**src/rtl/keyed_slot_table_unit_macros.svh**
```systemverilog
`ifndef KEYED_SLOT_TABLE_UNIT_MACROS_SVH
`define KEYED_SLOT_TABLE_UNIT_MACROS_SVH

// same-cycle implication, disabled while in reset
`define KST_ASSERT_NOW(lbl, clk, rst_n, ante, cons, msg) \
	lbl: assert property (@(posedge clk) disable iff (!rst_n) (ante) |-> (cons)) else $error(msg);

// next-cycle implication, disabled while in reset
`define KST_ASSERT_NEXT(lbl, clk, rst_n, ante, cons, msg) \
	lbl: assert property (@(posedge clk) disable iff (!rst_n) (ante) |=> (cons)) else $error(msg);

`endif

```
**src/rtl/kst_pkg.sv**
```systemverilog
`timescale 1ns / 1ps

package kst_pkg;

	typedef enum logic [1:0] {
		REQ_LOOKUP = 2'd0,
		REQ_ALLOC  = 2'd1,
		REQ_FREE   = 2'd2,
		REQ_FILL   = 2'd3
	} req_e;

	typedef struct packed {
		req_e               req_type;
		logic signed [15:0] handle;
		logic [63:0]        owner_id;
		logic [6:0]         slot;
		logic [63:0]        worker_id;
	} req_word_t;

	typedef struct packed {
		logic        found;
		logic [6:0]  slot_index;
		logic [63:0] worker_out;
	} rsp_word_t;

	typedef struct packed {
		logic [15:0] handle;
		logic [63:0] owner;
		logic [63:0] worker;
	} slot_entry_t;

	typedef enum logic [2:0] {
		ST_CLEAR,
		ST_IDLE,
		ST_SCAN,
		ST_WRITE,
		ST_FINISH
	} state_e;

	typedef struct packed {
		logic clear;
		logic start;
		logic scan;
		logic write;
		logic load;
	} kst_cmd_t;

	typedef struct packed {
		logic clear_last;
		logic scan_done;
		logic scan_hit;
		logic req_free;
	} kst_sts_t;

	localparam logic [63:0] INVALID_ID = '1;

endpackage

```
**src/rtl/kst_ctrl.sv**
```systemverilog
`timescale 1ns / 1ps
`include "keyed_slot_table_unit_macros.svh"

module kst_ctrl
	import kst_pkg::*;
(
	input  logic     clk,
	input  logic     arst_n,
	input  logic     req_valid,
	input  req_e     req_type,
	output logic     req_stall,
	output logic     rsp_valid,
	input  logic     rsp_stall,
	input  kst_sts_t sts,
	output kst_cmd_t cmd
);

	state_e state_q;
	state_e state_nxt;
	logic   out_valid_q;
	logic   slot_free;

	assign slot_free = !out_valid_q || !rsp_stall;

	always_comb begin
		state_nxt = state_q;
		case (state_q)
			ST_CLEAR: begin
				if (sts.clear_last) state_nxt = ST_IDLE;
			end
			ST_IDLE: begin
				if (req_valid) state_nxt = (req_type == REQ_FILL) ? ST_WRITE : ST_SCAN;
			end
			ST_SCAN: begin
				if (sts.scan_done) begin
					state_nxt = (sts.req_free && sts.scan_hit) ? ST_WRITE : ST_FINISH;
				end
			end
			ST_WRITE: state_nxt = ST_FINISH;
			ST_FINISH: begin
				if (slot_free) state_nxt = ST_IDLE;
			end
			default: state_nxt = ST_CLEAR;
		endcase
	end

	always_comb begin
		cmd       = '0;
		req_stall = 1'b1;
		case (state_q)
			ST_CLEAR: cmd.clear = 1'b1;
			ST_IDLE: begin
				req_stall = 1'b0;
				cmd.start = req_valid;
			end
			ST_SCAN:   cmd.scan = 1'b1;
			ST_WRITE:  cmd.write = 1'b1;
			ST_FINISH: cmd.load = slot_free;
			default:   cmd = '0;
		endcase
	end

	always_ff @(posedge clk or negedge arst_n) begin
		if (!arst_n) begin
			state_q     <= ST_CLEAR;
			out_valid_q <= 1'b0;
		end else begin
			state_q <= state_nxt;
			if (cmd.load) begin
				out_valid_q <= 1'b1;
			end else if (!rsp_stall) begin
				out_valid_q <= 1'b0;
			end
		end
	end

	assign rsp_valid = out_valid_q;

	`KST_ASSERT_NOW(a_no_accept_in_clear, clk, arst_n, state_q == ST_CLEAR, req_stall, "request taken during clear pass")
	`KST_ASSERT_NEXT(a_free_hit_writes, clk, arst_n, state_q == ST_SCAN && sts.scan_done && sts.scan_hit && sts.req_free, state_q == ST_WRITE, "free hit did not clear slot")
	`KST_ASSERT_NEXT(a_finish_delivers, clk, arst_n, state_q == ST_FINISH && slot_free, out_valid_q && state_q == ST_IDLE, "result not loaded")
	`KST_ASSERT_NEXT(a_stalled_rsp_held, clk, arst_n, out_valid_q && rsp_stall, out_valid_q, "stalled result dropped")

endmodule

```
**config.mk**
```make
export PLATFORM = sky130hd
export DESIGN_NAME = kst_ctrl
export DESIGN_NICKNAME = d
export VERILOG_FILES = /design/src/rtl/kst_pkg.sv /design/src/rtl/kst_ctrl.sv
export VERILOG_INCLUDE_DIRS = /design/src /design/src/rtl
export SDC_FILE = /design/constraint.sdc
export NUM_CORES = 1
export LEC_CHECK = 0
export ABC_AREA = 1
export BUFFER_PORTS_ARGS = -buffer_cell sky130_fd_sc_hd__buf_2
export CORE_AREA = 2 2 39 41
export CTS_BUF_LIST = sky130_fd_sc_hd__clkbuf_4
export DETAILED_ROUTE_END_ITERATION = 8
export DIE_AREA = 0 0 41 43
export GPL_ROUTABILITY_DRIVEN = 0
export PLACE_DENSITY = 0.49
export SLEW_MARGIN = 20
export SYNTH_ARGS = -nofsm -noshare
export SYNTH_HDL_FRONTEND = slang
export SYNTH_SLANG_ARGS = --single-unit
```
**constraint.sdc**
```tcl
create_clock -name clk -period 2.05 [get_ports clk]
set_clock_uncertainty 0.1 [all_clocks]
set_input_delay 0.1025 -clock clk [delete_from_list [all_inputs] [get_ports clk]]
set_output_delay 0.1025 -clock clk [all_outputs]
set_load 0.01 [all_outputs]
```
==> summary.txt, run 1 <==
CTS clk-pin slew, worst paths - 0.04 ns
starting utilization of the core area - 20.07%
Final Setup Violations - 0
post-synthesis share of cell area spent on xor and xnor gates - 0%
dominant combinational cell family by area after synthesis - simple AND/OR/NAND/NOR gates
post-synthesis simple-gate area fraction - 51.80%
count of buffers added by post-CTS timing repair for setup - 0
area of the die - 1763 um^2
Cells after Synth - 46
die extent in x - 41 um
Max Clk Rate - 0.6948 GHz
Slew headroom - 84.43%
count of boundary I/O pins - 17
Critical Path Max Stage Delay - 0.43 ns
total stage count of the critical path - 4
remaining number of nets flagged by the antenna check after routing - 0
share of the core filled with cells - 30.38%
nets in the synthesized netlist - 56
Post-route DRC - 0
Worst Setup Slack, final - 0.6108 ns
areal power density over the cells - 1339 nW/um^2
Worst Setup Path Type - reg2out
count of distinct cell types in the synthesized netlist - 8
Syn. warnings - 0
# Max-Cap Violations - 0
cell type of the slowest stage on the worst timing path - dfrtp_1
Hold Worst Slack - 0.03604 ns
Avg Vias per Cell - 3.940
maximum buffer depth of the clock tree - 2
CTS sink count - 4
overall routed net length - 669 um
number of buffer cells added on primary ports - 16
unrepaired setup endpoints after global routing - false
kind of path behind the tightest hold check - in2reg
share of cell area taken by muxes after synthesis - 0%
Iter 0 DRT Violations - 1
path depth of the worst reg2reg path - 6
Setup crit end kind - output port
final cycle utilization of the critical path - 70.21%
Setup crit start kind - flip-flop
Std-Cell Rows - 14
accumulated negative setup slack - 0 ns
CTS tree - done
Antenna Cells - 0
post-route minimum period - 1.439 ns
worst-margin pin slew - 0.2327 ns
worst-path fanout max - 6
Max IR drop VDD - 0.4920 mV
number of global-route vias before repair - 285
Final Net Count - 79
critical path data arrival time - 1.24 ns
Floorplan Core Area - 1384 um^2
critical path's most frequent cell - nor2_1
fraction of synthesized cell area taken by the top area cell type - 36.04%
CP top delay family - flip-flops
syn_area_per_cell - 6.038 um^2
number of cells traversed by the worst hold path - 4
final routed wire length divided by cell count - 8.060 um
fraction of the mapped netlist area in compound gates - 0%
final-report hold violation count - 0
pin count of the biggest net entering global routing - 7
adder-cell share of the synthesized area - 0%
commonest non-fill, non-tap cells in the layout - nand2_1, buf_2, inv_1, nor2_1
post-synth design cell area - 277.8 um^2
final HPWL from detailed placement - 554.6 um
max-slew violation total from the final report - 0
top post-synthesis cells by area - dfrtp_1, nand2_1, inv_1, nor2_1, nand3_1
area growth from synthesis to layout - 51.35%
synthesis-stage register bit count - 4
fraction of layout cells with a size suffix above 1 - 32.84%
ordered cell list for the critical path - nor2_1 > inv_1 > nor2_1 > buf_2
Pwr Total - 563.1 uW
sum of overflow across all layers after global routing - 0
Detailed Routing Iterations Pass 1 - 2
worst endpoint required time - 1.85 ns
Buf+Inv Stages, Crit Path - 2
global-route total usage across every layer - 9.366%
Die Y-Extent - 43 um
fillers - 163
Post-Place Worst Slack - 0.8175 ns
clock latency at the later pin of the worst-skew pair - 0.24 ns
detailed-route via count - 327
biggest area consumer among synthesized cells - dfrtp_1
number of levels in the clock H-tree - 1
leakage power - 0.2784 nW
# resized after CTS - 0
number of buffers added by the clock tree synthesis step - 3
run status - completed
global-route wire length before repair - 1.090 mm
register area share after synthesis - 36.04%
Root Buffer - clkbuf_4
initial antenna violation count - 0
-- per-layer routing --
layer	GRT usage (%)	vias up	wire [um]
li1	-	179	-
met1	14.94	131	355
met2	10.00	15	256
met3	3.141	2	43
met4	6.000	0	14
met5	0	-	0
-- registers in the layout, summed over array words and instances (netlist names) --
name	flops
rsp_valid	1
state_q	3
-- cells by family after synthesis --
group                  after synthesis
buffers and inverters                9
flip-flops                           4
AND/OR/NAND/NOR                     33
-- worst paths after layout --
| kind | from | to | slack [ns] |
|---|---|---|---|
| max | state_q[2]$_DFFE_PN0P_ | cmd[1] | 0.61 |
| min in group asynchronous | arst_n | state_q[2]$_DFFE_PN0P_ | 0.10 |
| max in group asynchronous | arst_n | state_q[1]$_DFFE_PN0P_ | 1.62 |
| min | sts[2] | state_q[1]$_DFFE_PN0P_ | 0.04 |
| min reg2reg | rsp_valid$_DFFE_PN0P_ | rsp_valid$_DFFE_PN0P_ | 0.40 |
| max reg2reg | state_q[2]$_DFFE_PN0P_ | state_q[2]$_DFFE_PN0P_ | 0.81 |
-- cell type report --
class                   count  area, um^2  share of cell area, %
multi-input cells          33       143.9                  34.23
flip-flops and latches      4       100.1                  23.81
repair buffers             18       100.1                  23.81
inverters                   9       33.78                  8.036
clock buffers               3       22.52                  5.357
well taps                  16       20.02                  4.762
-- cells in the mapped netlist --
cell,number
nand3b_1,1
inv_1,9
nor2_2,2
nor2_1,9
dfrtp_1,4
nand2_1,16
nand3_1,4
nand3_2,1
-- report_power, final --
group / internal (mW) / switching, mW / total, mW
clock: 0.0659 / 0.0381 / 0.104
sequential: 0.115 / 0.0308 / 0.146
combinational: 0.115 / 0.198 / 0.313
-- what timing repair did --
action / in CTS / in global routing
endpoints found under the setup margin: 0 / 0
hold buffers: 2 / 0
endpoints found under the hold margin: 5 / 0
-- tightest hold or removal path, delay by kind of cell --
| family | cells | cell delay, ns |
|---|---|---|
| buffers and inverters | 2 | 0.11 |
| AND/OR/NAND/NOR | 2 | 0.12 |
-- metrics by stage --
stage	area (um^2)	instances
after global routing	420.4	83
after floorplan	277.8	46
after CTS	420.4	83
final	420.4	83
after global placement	377.9	78
after detailed placement	377.9	78
(Power assumes the default switching activity.)
==> run 2: changes to the inputs <==
--- a/config.mk
+++ b/config.mk
@@ -6,14 +6,14 @@
 export SDC_FILE = /design/constraint.sdc
 export NUM_CORES = 1
 export LEC_CHECK = 0
-export ABC_AREA = 1
+export ABC_AREA = 0
 export BUFFER_PORTS_ARGS = -buffer_cell sky130_fd_sc_hd__buf_2
 export CORE_AREA = 2 2 39 41
 export CTS_BUF_LIST = sky130_fd_sc_hd__clkbuf_4
 export DETAILED_ROUTE_END_ITERATION = 8
 export DIE_AREA = 0 0 41 43
 export GPL_ROUTABILITY_DRIVEN = 0
-export PLACE_DENSITY = 0.49
+export PLACE_DENSITY = 0.52
 export SLEW_MARGIN = 20
 export SYNTH_ARGS = -nofsm -noshare
 export SYNTH_HDL_FRONTEND = slang
==> constraint.sdc (replaced) <==
create_clock -name clk -period 1.5 [get_ports clk]
set_clock_uncertainty 0.1 [all_clocks]
set_input_delay 0.075 -clock clk [delete_from_list [all_inputs] [get_ports clk]]
set_output_delay 0.075 -clock clk [all_outputs]
set_load 0.01 [all_outputs]
==> run 2 against run 1 <==
  * Worst setup slack lost 0.54 ns
  * Highest routed layer unchanged
  * Sequential share of layout area fell by 1.4 points
  * Die area stayed put
  * Synthesized area up 14%
  * Worst hold slack lost 0.036 ns
  * Flip-flop and latch count is the same
  * Sequential power increased by 55%
  * Cell count is 9.6% lower
  * Critical path depth fell by 1
  * Final area grew 8.9%
  * Critical endpoint is now cmd[2]
==> summary.txt, run 2 <==
areal power density over the cells - 1853 nW/um^2 (was 1339 nW/um^2)
synthesis-stage register bit count - 4 (unchanged)
clock share of power - 16.9% (was 18.5%)
Seq pwr share - 26.7% (was 25.9%)
Final Setup Violations - 0 (unchanged)
commonest non-fill, non-tap cells in the layout - buf_2, nand2_1 (was nand2_1, buf_2, inv_1, nor2_1)
combined flip-flop and latch cell area - 102.6 um^2 (was 100.1 um^2)
Setup crit end kind - output port (unchanged)
area occupied by multi-input gates - 182.7 um^2 (was 143.9 um^2)
register area share after synthesis - 31.50% (was 36.04%)
share of the core filled with cells - 33.09% (was 30.38%)
leakage power - 0.2249 nW (was 0.2784 nW)
register containing the most flip-flops in the final layout - state_q (unchanged)
cell type of the slowest stage on the worst timing path - dfrtp_2 (was dfrtp_1)
nets in the synthesized netlist - 48 (was 56)
Pint - 479.0 uW (was 296.1 uW)
worst-path fanout max - 10 (was 6)
number of buffers added by the clock tree synthesis step - 3 (unchanged)
fraction of the mapped netlist area in compound gates - 28.74% (was 0%)
global-route wire length before repair - 1.255 mm (was 1.090 mm)
CTS tree - done (unchanged)
biggest area consumer among synthesized cells - dfrtp_1 (unchanged)
Antenna Cells - 0 (unchanged)
max-slew violation total from the final report - 0 (unchanged)
Max Clk Rate - 0.7015 GHz
post-synthesis share of cell area spent on xor and xnor gates - 0% (unchanged)
worst endpoint required time - 1.32 ns (was 1.85 ns)
most repeated cell in the gate-level netlist after synthesis - nand2_1 (unchanged)
Root Buffer - clkbuf_4 (unchanged)
share of cell area taken by muxes after synthesis - 0% (unchanged)
die extent in x - 41 um (unchanged)
kind of path behind the tightest hold check - in2reg (unchanged)
Floorplan Core Area - 1384 um^2 (unchanged)
final HPWL from detailed placement - 616.5 um (was 554.6 um)
Worst Setup Path Type - reg2out (unchanged)
worst-margin pin slew - 0.1962 ns (was 0.2327 ns)
Setup crit start kind - flip-flop (unchanged)
# Max-Cap Violations - 0 (unchanged)
Final Net Count - 71 (was 79)
number of buffer cells added on primary ports - 16 (unchanged)
most common cell after layout, fill and taps aside - buf_2
syn_area_per_cell - 8.363 um^2 (was 6.038 um^2)
overall routed net length - 809 um (was 669 um)
switching fraction of total power - 43.56% (was 47.41%)
ordered cell list for the critical path - or2b_1 > nor2_2 > buf_2 (was nor2_1 > inv_1 > nor2_1 > buf_2)
Syn. warnings - 0 (unchanged)
switching power of the nets - 369.6 uW (was 266.9 uW)
area of the die - 1763 um^2 (unchanged)
number of global-route vias before repair - 309 (was 285)
Detailed Routing Iterations Pass 1 - 2 (unchanged)
fraction of layout cells with a size suffix above 1 - 49.15% (was 32.84%)
Die Y-Extent - 43 um (unchanged)
fraction of synthesized cell area taken by the top area cell type - 31.50% (was 36.04%)
dominant combinational cell family by area after synthesis - compound AO/OA/AOI/OAI gates (was simple AND/OR/NAND/NOR gates)
Max IR drop VDD - 0.4789 mV (was 0.4920 mV)
Iter 0 DRT Violations - 3 (was 1)
flip-flop count of the largest register after layout - 3 (unchanged)
detailed-route via count - 344 (was 327)
Pwr Total - 848.6 uW (was 563.1 uW)
Slew headroom - 86.78% (was 84.43%)
remaining number of nets flagged by the antenna check after routing - 0 (unchanged)
area growth from synthesis to layout - 44.09% (was 51.35%)
number of levels in the clock H-tree - 1 (unchanged)
Std-Cell Rows - 14 (unchanged)
initial antenna violation count - 0 (unchanged)
part of the total power dissipated in combinational logic - 56.4% (was 55.6%)
list of most frequent post-synthesis cells - nand2_1, dfrtp_1, nor2_1 (was nand2_1, inv_1, nor2_1)
global-route total usage across every layer - 10.74% (was 9.366%)
count of boundary I/O pins - 17 (unchanged)
fillers - 155 (was 163)
Cells after Synth - 38 (was 46)
Post-route DRC - 0 (unchanged)
run status - completed (unchanged)
top post-synthesis cells by area - dfrtp_1, buf_6, nand2_1, a41oi_2, a21oi_1 (was dfrtp_1, nand2_1, inv_1, nor2_1, nand3_1)
post-synthesis simple-gate area fraction - 27.95% (was 51.80%)
share of synthesized registers carrying an async set or reset - 100.0% (unchanged)
maximum buffer depth of the clock tree - 2 (unchanged)
CTS clk-pin slew, worst paths - 0.04 ns (about the same)
final-report hold violation count - 0 (unchanged)
Critical Path Max Stage Delay - 0.46 ns (was 0.43 ns)
post-route minimum period - 1.425 ns
starting utilization of the core area - 22.97% (was 20.07%)
Avg Vias per Cell - 4.587 (was 3.940)
sum of overflow across all layers after global routing - 0 (unchanged)
adder-cell share of the synthesized area - 0% (unchanged)
final routed wire length divided by cell count - 10.79 um (was 8.060 um)
final cycle utilization of the critical path - 95.03%
post-synth design cell area - 317.8 um^2 (was 277.8 um^2)
clock latency at the later pin of the worst-skew pair - 0.24 ns (about the same)
predominant post-synthesis flop cell - dfrtp_1 (unchanged)
critical path data arrival time - 1.25 ns (was 1.24 ns)
Post-synth EDFFs - 0 (unchanged)
count of distinct cell types in the synthesized netlist - 20 (was 8)
CTS sink count - 4 (unchanged)
pin count of the biggest net entering global routing - 12 (was 7)
[run 2: cell count changes in the layout (fill, tap and decap cells not counted), sizes merged, moves of 2 or more]
cell   previous run  this run
nand2            16         6
nor3              0         2
nand3             5         0
buf              16        19
a21oi             0         3
nor2             11         4
o22ai             0         2
inv               9         2
o21ai             0         3
[run 2: final cells by class]
type / count / share of cell area, %
timing repair buffer: 21 / 26.78
multi-input combinational: 29 / 39.89
tap: 16 / 4.372
clock buffer: 3 / 4.918
inverter: 2 / 1.639
sequential: 4 / 22.40
[run 2: final timing paths]
check / startpoint / endpoint / slack [ns] / cells after the start
worst min-delay path: rsp_stall / rsp_valid$_DFFE_PN0P_ / 0.00008 / 3
max in group asynchronous: arst_n / state_q[2]$_DFFE_PN0P_ / 1.10 / 2
min in group asynchronous: arst_n / state_q[1]$_DFFE_PN0P_ / 0.06 / 2
worst min register to register: rsp_valid$_DFFE_PN0P_ / rsp_valid$_DFFE_PN0P_ / 0.48 / 2
worst max-delay path: state_q[2]$_DFFE_PN0P_ / cmd[2] / 0.07 / 3
worst max register to register: state_q[1]$_DFFE_PN0P_ / state_q[0]$_DFFE_PN0P_ / 0.16 / 5
[run 2: logic make-up (layout without fill, tap and decap cells)]
logic type | Yosys count | after routing
compound gates | 12 | 12
buf+inv | 5 | 26
flops | 4 | 4
simple gates | 17 | 17
[run 2: power by group through the flow]
stage	Combinational [mW]	Sequential (mW)	Clock, mW
after floorplan	0.384	0.185	0
after global placement	0.444	0.230	0
after detailed placement	0.440	0.233	0
after CTS	0.447	0.236	0.144
after global routing	0.545	0.234	0.157
final	0.479	0.227	0.143
[run 2: through the flow]
stage	area [um^2]	setup WS [ns]	hold slack, ns	instances	TNS (ns)
floorplan	317.8	0.2652	-0.3206	38	0
global placement	395.4	0.1994	-0.2135	68	0
detailed placement	395.4	0.2000	-0.2128	68	0
CTS	440.4	0.01645	0.005148	73	0
global route	457.9	-0.003652	0.01770	75	-0.003652
finish	457.9	0.07450	0.00008341	75	0
[run 2: timing repair]
action / 4_1_cts / 5_1_grt
hold endpoints to repair: 5 / 0
hold buffers: 2 / 0
setup buffers: 0 / 2
gates resized for setup: 2 / 1
endpoints found under the setup margin: 1 / 1
[run 2: per-layer routing]
| metal | GRT usage, % | up-vias | part of all wire (%) |
|---|---|---|---|
| li1 | - | 181 | - |
| met1 | 14.15 | 146 | 44 |
| met2 | 15.00 | 15 | 44 |
| met3 | 4.712 | 2 | 11 |
| met4 | 4.000 | 0 | 1.7 |
| met5 | 0 | - | 0 |
[run 2: worst max-delay path: cells and delay by family, from the launching register on]
family                 cells  cell delay, ns
flip-flops                 1            0.46
buffers and inverters      1            0.14
AND/OR/NAND/NOR            2            0.40
